**src/hw/rtl/tpio_pkg.sv**
```systemverilog
// ----------------------------------------------------------------------------
// tpio_pkg - trick-play index offset shared types
// Stage record handed along the divider chain, plus section codes.
// ----------------------------------------------------------------------------
package tpio_pkg;

  localparam int NUM_W = 33;  // dividend width (clamped timestamp span)
  localparam int DEN_W = 40;  // widest divisor register

  // section select carried down the chain
  localparam logic [1:0] SEC_PLAY = 2'd0;
  localparam logic [1:0] SEC_FWD  = 2'd1;
  localparam logic [1:0] SEC_RWD  = 2'd2;

  // direction field codes (two's complement)
  localparam logic [1:0] DIR_NORMAL = 2'b00;
  localparam logic [1:0] DIR_FWD    = 2'b01;
  localparam logic [1:0] DIR_UNUSED = 2'b10;  // treated as normal speed
  localparam logic [1:0] DIR_RWD    = 2'b11;

  // register indexes
  localparam logic [2:0] REG_PLAY_FIRST = 3'd0;
  localparam logic [2:0] REG_PLAY_LAST  = 3'd1;
  localparam logic [2:0] REG_PLAY_BIN   = 3'd2;
  localparam logic [2:0] REG_PLAY_CNT   = 3'd3;
  localparam logic [2:0] REG_FWD_DIV    = 3'd4;
  localparam logic [2:0] REG_FWD_CNT    = 3'd5;
  localparam logic [2:0] REG_RWD_DIV    = 3'd6;
  localparam logic [2:0] REG_RWD_CNT    = 3'd7;

  typedef struct packed {
    logic             vld;
    logic [1:0]       sec;
    logic [DEN_W-1:0] den;
    logic [DEN_W-1:0] rem;
    logic [NUM_W-1:0] nq;   // dividend bits shift out, quotient bits shift in
  } tpio_stage_t;

endpackage

```
**src/hw/rtl/tpio_cell.sv**
```systemverilog
// ----------------------------------------------------------------------------
// tpio_cell - one restoring-division step
// Resolves one quotient bit and passes the request to the next cell.
// ----------------------------------------------------------------------------
module tpio_cell (
  input  logic                 clk,
  input  logic                 rst_n,
  input  tpio_pkg::tpio_stage_t stg_i,
  output tpio_pkg::tpio_stage_t stg_o
);
  import tpio_pkg::*;

  logic [DEN_W:0]   trial;
  logic             ge;
  logic [DEN_W:0]   diff;
  tpio_stage_t      stg_r, stg_nxt;

  always_comb begin
    trial = {stg_i.rem, stg_i.nq[NUM_W-1]};
    ge    = trial >= {1'b0, stg_i.den};
    diff  = trial - {1'b0, stg_i.den};
    stg_nxt     = stg_i;
    stg_nxt.rem = ge ? diff[DEN_W-1:0] : trial[DEN_W-1:0];
    stg_nxt.nq  = {stg_i.nq[NUM_W-2:0], ge};
  end

  always_ff @(posedge clk) begin
    if (!rst_n) begin
      stg_r.vld <= 1'b0;
    end else begin
      stg_r.vld <= stg_nxt.vld;
    end
    stg_r.sec <= stg_nxt.sec;
    stg_r.den <= stg_nxt.den;
    stg_r.rem <= stg_nxt.rem;
    stg_r.nq  <= stg_nxt.nq;
  end

  assign stg_o = stg_r;

endmodule

```
**config.mk**
```make
export PLATFORM = sky130hd
export DESIGN_NAME = tpio_cell
export DESIGN_NICKNAME = d
export VERILOG_FILES = /design/src/hw/rtl/tpio_pkg.sv /design/src/hw/rtl/tpio_cell.sv
export SDC_FILE = /design/constraint.sdc
export NUM_CORES = 1
export LEC_CHECK = 0
export BUFFER_PORTS_ARGS = -buffer_cell sky130_fd_sc_hd__buf_2
export CORE_ASPECT_RATIO = 0.7
export CORE_MARGIN = 10
export CORE_UTILIZATION = 45
export DETAILED_ROUTE_END_ITERATION = 16
export HOLD_SLACK_MARGIN = 0.02
export PLACE_DENSITY = 0.79
export REMOVE_ABC_BUFFERS = 1
export SYNTH_ARGS = -nofsm -noshare
export SYNTH_HDL_FRONTEND = slang
export SYNTH_SLANG_ARGS = --single-unit
```
**constraint.sdc**
```tcl
create_clock -name clk -period 2.9 [get_ports clk]
set_clock_uncertainty 0.1 [all_clocks]
set_input_delay 0 -clock clk [delete_from_list [all_inputs] [get_ports clk]]
set_output_delay 0 -clock clk [all_outputs]
set_load 0.05 [all_outputs]
```
==> After elaboration in Yosys (flattened, before gate mapping) <==
Cells that the tools add are included.
{ "word_totals": {"register_bits": 116, "latchBits": 0, "ram_bits": 0, "mem_bits_ro": 0, "inputBits": 118, "wordCells": 8, "memories": 0} }
{ "classes": {"addsub": 1, "mul": 0, "n_div": 0, "n_lt_le_gt_ge": 1, "eq_ne": 0, "n_shift": 0, "n_mux": 1, "bitwise_logic": 0, "n_reduce_logical": 0} }
{ "op_table": {"columns": ["cell", "n"], "rows": [
  ["$ge A41 B40 Y1", 1],
  ["$mux W40", 1],
  ["$sub A40 B40 Y40", 1]
]} }

==> Depth between registers and ports, before layout <==
Gate-level depths: netlist of the first run.
{ "depth": {"word_depth": 2, "ltp_mapped": 13, "mapped_depth_nobuf": 11} }

==> Least setup slack after synthesis of the first run <==
Ideal clock, no wire load.
{ "synth_timing": {"kind": "input to register", "from": "in stg_i[89] (netlist name)", "to": "reg stg_r, in the netlist stg_o[62]", "t_arrival_ns": 1.944, "required_time_ns": 2.676, "slack_ns": 0.732, "cell_stages": 13, "n_path_buf": 3, "path_cell_list": "inv_1 > ha_1 > buf_6 > a21oi_4 > o21ai_1 > or3_1 > a21oi_2 > o21ai_2 > a31oi_4 > buf_6 > buf_8 > mux2i_1 > a21oi_1"} }
{ "synth_rtl": {"columns": ["item", "line_no", "source"], "rows": [
  ["start, declared", "tpio_cell.sv:8", "input tpio_pkg::tpio_stage_t stg_i,"],
  ["end, declared", "tpio_cell.sv:16", "tpio_stage_t stg_r, stg_nxt;"]
]} }

==> qor.csv, run 1 <==
metric;value;unit
outcome;finished clean;
Synth Cell Area;5470;sq um
io pins;234;
post-route cell area;8530;sq um
wire length per cell;17.7;um
power per cell area;666;nW/um^2
RSZ-0062 raised after global routing;no;
P_int;3.64;mW
Setup violations, final;0;
# fillers;876;
primary flip-flop cell chosen by synthesis mapping;dfxtp_1;
xor and xnor area share after synthesis;0.0544;
die width;152;um
Total Nets Final;1126;
Max-Cap Viols;0;
DR DRC count;0;
Congestion Overflow GR;0;
remaining antenna violation count;0;
sequential-to-total area share from yosys stat;0.424;
clock power share;0.358;
GR met2 Demand/Resource;0.366;
mux share of post-synthesis cell area;0.0135;
final hold violation count;0;
GRT Total Usage;0.223;
period utilisation layout;0.960;
Slew headroom;0.716;
die area;17000;sq um
Post-Route WL;20.2;mm
area grow syn2layout;55.9;%
main combinational cell family by area after synthesis;compound AO/OA/AOI/OAI gates;
DRT iter0 DRCs;329;
average cell area after synthesis;8.81;sq um
Fmax;359;MHz
Setup crit end;stg_o[54]$_DFF_P_;
NetSw;2.04;mW
post-synth cell types;62;
GRT busiest layer;met2;
drt pass-1 iters;5;
Critical Path Source Type;primary input;
Worst Tran Pin Value;0.426;ns
sequential share of power;0.321;
largest net degree at the start of global routing;42;
CTS buffer count;17;
chip height;112;um
Tot Pwr;5.68;mW
routability congestion estimate;0.931;
LEAKAGE;4.13;nW
clock root cell;clkbuf_16;
Sw Ratio;0.360;
CP Class;primary input to register;
Post-Synth Adder-Cell Area;0.0951;
HPWL after DPL;14.1;mm
global-route track usage on met3;0.0881;
GRT met1 Usage;0.272;
Worst setup EP type;register;
number of synthesized flops with an enable pin;0;
IR drop worst, VDD;573;uV
first-pass GRT wire length;31.5;mm
number of max-slew violations in the final report;0;
total clock sinks;116;
final core utilization;0.723;
I/O Buffers;233;
Ys Warns;0;
crit path time final;2.79;ns
Post-Syn Instances;621;
Vias/cell;5.17;
Core ar.;11800;sq um
most frequent cells in the layout;233 x buf_2, 117 x dlygate4sd3_1, 116 x dfxtp_1, 70 x nand2_1, 53 x inv_1;
flop and latch count out of synthesis;116;
origin of the worst setup path;stg_i[58];
Synth Area in Compound Gates;0.197;
combinational share of power;0.321;
routed vias;5874;
Hold Slack;0.116;ns
Worst-path clk slew;0.06;ns
Initial Util;0.463;
clock buffer depth;2;
Post-synth ARST share;0;
Hold Path Class;primary input to register;
Antenna diodes;0;
H-tree depth;4;
simple-gate area share of the yosys netlist;0.146;
data required time of the worst path;3.10;ns
vias in the first global route;5971;
number of flip-flops in the largest register;116;
Worst Path Max Fanout;33;
crit path DAT;2.98;ns
CTS tree;built;
initial antenna violation count;0;
Placed Instance Area;6730;sq um
share of layout cells above drive strength 1;0.298;
row cnt;33;
Final Worst Setup Slack;0.115;ns
most common cell after layout, fill and taps aside;buf_2;
pre-CTS setup slack;0.287;ns
## area by class of cell
| type | count | area [sq um] | area share |
|---|---|---|---|
| clock buffers | 19 | 443 | 0.0519 |
| clock inverters | 12 | 131 | 0.0154 |
| inverters | 53 | 199 | 0.0233 |
| multi-input cells | 420 | 2790 | 0.327 |
| flip-flops and latches | 116 | 2320 | 0.272 |
| well taps | 157 | 196 | 0.0230 |
| repair buffers | 359 | 2450 | 0.287 |
## worst min path at each step
stage | from | endpoint | slack (ns) | cells past startpoint
2_1_floorplan | stg_i[100] | stg_o[100]$_DFF_P_ | -0.07 | 0
3_3_place_gp | stg_i[20] | stg_o[21]$_DFF_P_ | 0.002 | 1
3_5_place_dp | stg_i[1] | stg_o[2]$_DFF_P_ | 0.004 | 1
4_1_cts | stg_i[4] | stg_o[5]$_DFF_P_ | 0.11 | 2
5_1_grt | stg_i[31] | stg_o[32]$_DFF_P_ | 0.12 | 2
6_report | stg_i[113] | stg_o[113]$_DFF_P_ | 0.12 | 2
## cells in the mapped netlist (13+ instances only)
cell type	count	area (sq um)
dfxtp_1	116	2320
nand4_1	18	113
xnor2_1	17	149
clkbuf_1	16	60.1
a21oi_1	42	210
nand2_1	70	263
ha_1	40	500
a21o_1	13	97.6
inv_1	53	199
o21ai_0	52	260
xor2_1	17	149
nor2_1	32	120
## cells by family (layout without fill, tap and decap cells)
logic type      after synthesis  in the layout
mux                           7              7
xor+xnor                     34             34
flops                       116            116
compound gates              169            169
fa+ha+maj                    41             41
simple gates                169            169
buf+inv                      85            443
## routing by layer
metal / wire length, um / vias up / part of all wire
met5: 0 / - / 0
met4: 231 / 0 / 0.011
met3: 1750 / 22 / 0.087
met2: 9170 / 279 / 0.46
met1: 9000 / 2727 / 0.45
li1: - / 2846 / -
## critical path, cell delays in order
cell	delay (ns)
dlygate4sd3_1	0.58
buf_2	0.15
ha_1	0.40
a21oi_1	0.16
o21ai_1	0.12
or3b_1	0.36
a21oi_1	0.22
o21ai_2	0.15
a31oi_4	0.27
buf_12	0.21
mux2_2	0.34
## per-stage QoR
stage / cells / TNS, ns
floorplan: 589 / -0.000102
global placement: 986 / 0
detailed placement: 986 / 0
CTS: 1134 / 0
global route: 1136 / 0
finish: 1136 / 0
## what timing repair did
action / in CTS / in global routing
gates resized for setup: 0 / 5
endpoints found under the hold margin: 115 / 0
setup endpoints to repair: 0 / 5
buffers inserted: 0 / 1
hold buffers: 117 / 0
## power groups by stage
| stage | Clock, mW | Sequential [mW] | Combinational, mW |
|---|---|---|---|
| after floorplan | 0 | 2.49 | 0.558 |
| after global placement | 0 | 1.84 | 1.65 |
| after detailed placement | 0 | 1.85 | 1.65 |
| after CTS | 2.06 | 1.82 | 1.79 |
| after global routing | 2.13 | 1.84 | 1.94 |
| final | 2.03 | 1.82 | 1.83 |
Note: power is estimated with default switching activity, not from simulation.
==> inputs of run 2 (changes only) <==
CORE_ASPECT_RATIO = 2   (was 0.7)
SLEW_MARGIN = 20   (was not set)
clock period = 3 ns   (was 2.9 ns; I/O delays follow)
==> run 2 against run 1 <==
Flip-flop and latch count unchanged; routed wire length up 16%; critical endpoint is now stg_o[62]$_DFF_P_; via count up 8.3%; global-route usage up 3.4 points; first-iteration DRC count down 6.7%.
==> qor.csv, run 2 (same netlist as run 1, synthesis figures left out) <==
metric;value;unit;change
outcome;finished clean;;unchanged
routability congestion estimate;0.998;;was 0.931
most frequent cells in the layout;233 x buf_2, 117 x dlygate4sd3_1, 116 x dfxtp_1, 70 x nand2_1, 53 x inv_1;;unchanged
register area;2320;sq um;unchanged
number of flip-flops in the largest register;116;;unchanged
post-route cell area;8870;sq um;was 8530 sq um
Initial Util;0.454;;was 0.463
Antenna diodes;0;;unchanged
routed vias;6359;;was 5,874
# fillers;839;;was 876
Worst-path clk slew;0.06;ns;about the same
share of layout cells above drive strength 1;0.322;;was 0.298
Slowest cell on crit path;dlygate4sd3_1;;unchanged
H-tree depth;4;;unchanged
wire length per cell;20.0;um;was 17.7 um
Hold Path Stages;2;;unchanged
GRT Total Usage;0.257;;was 0.223
multi-input logic area;2790;sq um;about the same
period utilisation layout;0.987;;
Core ar.;12100;sq um;was 11,800 sq um
Slew headroom;0.361;;was 0.716
CTS buffer count;17;;unchanged
crit path DAT;3.16;ns;was 2.98 ns
Vias/cell;5.46;;was 5.17
placed cell count;1013;;was 986
Post-CTS Resized;0;;unchanged
Post-Route WL;23.3;mm;was 20.2 mm
most common cell after layout, fill and taps aside;buf_2;;unchanged
Final Worst Setup Slack;0.0377;ns;was 0.115 ns
CTS tree;built;;unchanged
Hold Path Class;primary input to register;;unchanged
RSZ-0062 raised after global routing;no;;unchanged
Placed Instance Area;6990;sq um;was 6730 sq um
largest net degree at the start of global routing;36;;was 42
setup TNS;0;ns;unchanged
total clock sinks;116;;unchanged
clock buffer depth;2;;unchanged
remaining antenna violation count;0;;unchanged
area grow syn2layout;62.0;%;was 55.9%
die width;98.0;um;was 152 um
CP Cell Sequence;dlygate4sd3_1, buf_2, inv_1, ha_1, nand4_2, nor3_2, and3_1, a31oi_1, o21ai_2, a31oi_4, buf_4, nor4_1, a21oi_1;;was dlygate4sd3_1, buf_2, ha_1, a21oi_1, o21ai_1, or3b_1, a21oi_1, o21ai_2, a31oi_4, buf_12, mux2_2
chip height;176;um;was 112 um
power per cell area;674;nW/um^2;was 666 nW/um^2
Congestion Overflow GR;0;;unchanged
row cnt;57;;was 33
Max-Cap Viols;0;;unchanged
data required time of the worst path;3.19;ns;was 3.10 ns
vias in the first global route;6771;;was 5,971
IR drop worst, VDD;583;uV;was 573 uV
Worst Tran Pin Value;0.955;ns;was 0.426 ns
Total Nets Final;1165;;was 1,126
slowest stage delay, CP;0.52;ns;was 0.58 ns
crit path time final;2.96;ns;
DRT iter0 DRCs;307;;was 329
final hold violation count;0;;unchanged
DR DRC count;0;;unchanged
Worst setup EP type;register;;unchanged
Worst Path Max Fanout;15;;was 33
initial antenna violation count;0;;unchanged
pre-CTS setup slack;0.0104;ns;was 0.287 ns
origin of the worst setup path;stg_i[100];;was stg_i[58]
die area;17200;sq um;was 17,000 sq um
Fmax;338;MHz;
clock root cell;clkbuf_16;;unchanged
drt pass-1 iters;5;;unchanged
io pins;234;;unchanged
Setup crit end;stg_o[62]$_DFF_P_;;was stg_o[54]$_DFF_P_
Setup violations, final;0;;unchanged
LEAKAGE;4.36;nW;was 4.13 nW
Critical Path Source Type;primary input;;unchanged
final std cells w/o fill;1165;;was 1,136
I/O Buffers;233;;unchanged
CP Class;primary input to register;;unchanged
number of max-slew violations in the final report;0;;unchanged
HPWL after DPL;16.2;mm;was 14.1 mm
first-pass GRT wire length;35.3;mm;was 31.5 mm
==> run 2: cell count changes in the layout (fill, tap and decap cells not counted), sizes merged <==
cell,before,now
buf,241,280
bufinv,2,6
clkinvlp,4,0
clkbuf,20,17
clkinv,4,6
a31oi,8,9
==> run 2: worst min path at each step <==
stage / start / endpoint / slack [ns]
after floorplan: stg_i[100] / stg_o[100]$_DFF_P_ / -0.07
after global placement: stg_i[12] / stg_o[13]$_DFF_P_ / 0.002
after detailed placement: stg_i[2] / stg_o[3]$_DFF_P_ / 0.004
after CTS: stg_i[12] / stg_o[13]$_DFF_P_ / 0.10
after global routing: stg_i[30] / stg_o[31]$_DFF_P_ / 0.12
final: stg_i[12] / stg_o[13]$_DFF_P_ / 0.12
==> run 2: through the flow <==
| stage | hold slack [ns] | util | total power, mW |
|---|---|---|---|
| detailed placement | 0.00389 | 0.580 | 3.48 |
| floorplan | -0.0723 | - | 2.94 |
| global route | 0.125 | 0.736 | 6.16 |
| finish | 0.116 | 0.736 | 5.98 |
| CTS | 0.102 | 0.733 | 5.94 |
| global placement | 0.00213 | 0.580 | 3.46 |
==> run 2: layout make-up <==
| cell class | count | area share |
|---|---|---|
| multi-input combinational | 421 | 0.314 |
| timing repair buffer | 397 | 0.305 |
| sequential | 116 | 0.262 |
| clock buffer | 17 | 0.0480 |
| clock inverter | 14 | 0.0282 |
| inverter | 53 | 0.0224 |
| tap | 147 | 0.0207 |
==> run 2: metal layers <==
metal / vias to the layer above / part of all wire / GRT usage
met3: 97 / 0.079 / 0.0795
met1: 2960 / 0.32 / 0.225
li1: 2927 / - / -
met2: 375 / 0.54 / 0.493
met4: 0 / 0.055 / 0.147
met5: - / 0 / 0
==> run 2: power breakdown <==
group	total [mW]	leakage (nW)	internal, mW	switching, mW
Clock	2.35	0.328	1.56	0.789
Sequential	1.76	0.978	1.72	0.0474
Combinational	1.86	3.06	0.604	1.26
==> run 2: worst max-delay path: cells and delay by family <==
kind                       cells  cell delay, ns
and+or+nand+nor                4            1.06
adders and majority gates      1            0.44
AOI/OAI and AO/OA              4            0.72
buffers and inverters          4            0.94
==> run 2: repair_timing <==
item / CTS / global route
endpoints found under the hold margin: 115 / 0
buffers inserted: 0 / 3
hold buffers: 117 / 0
endpoints found under the setup margin: 0 / 40
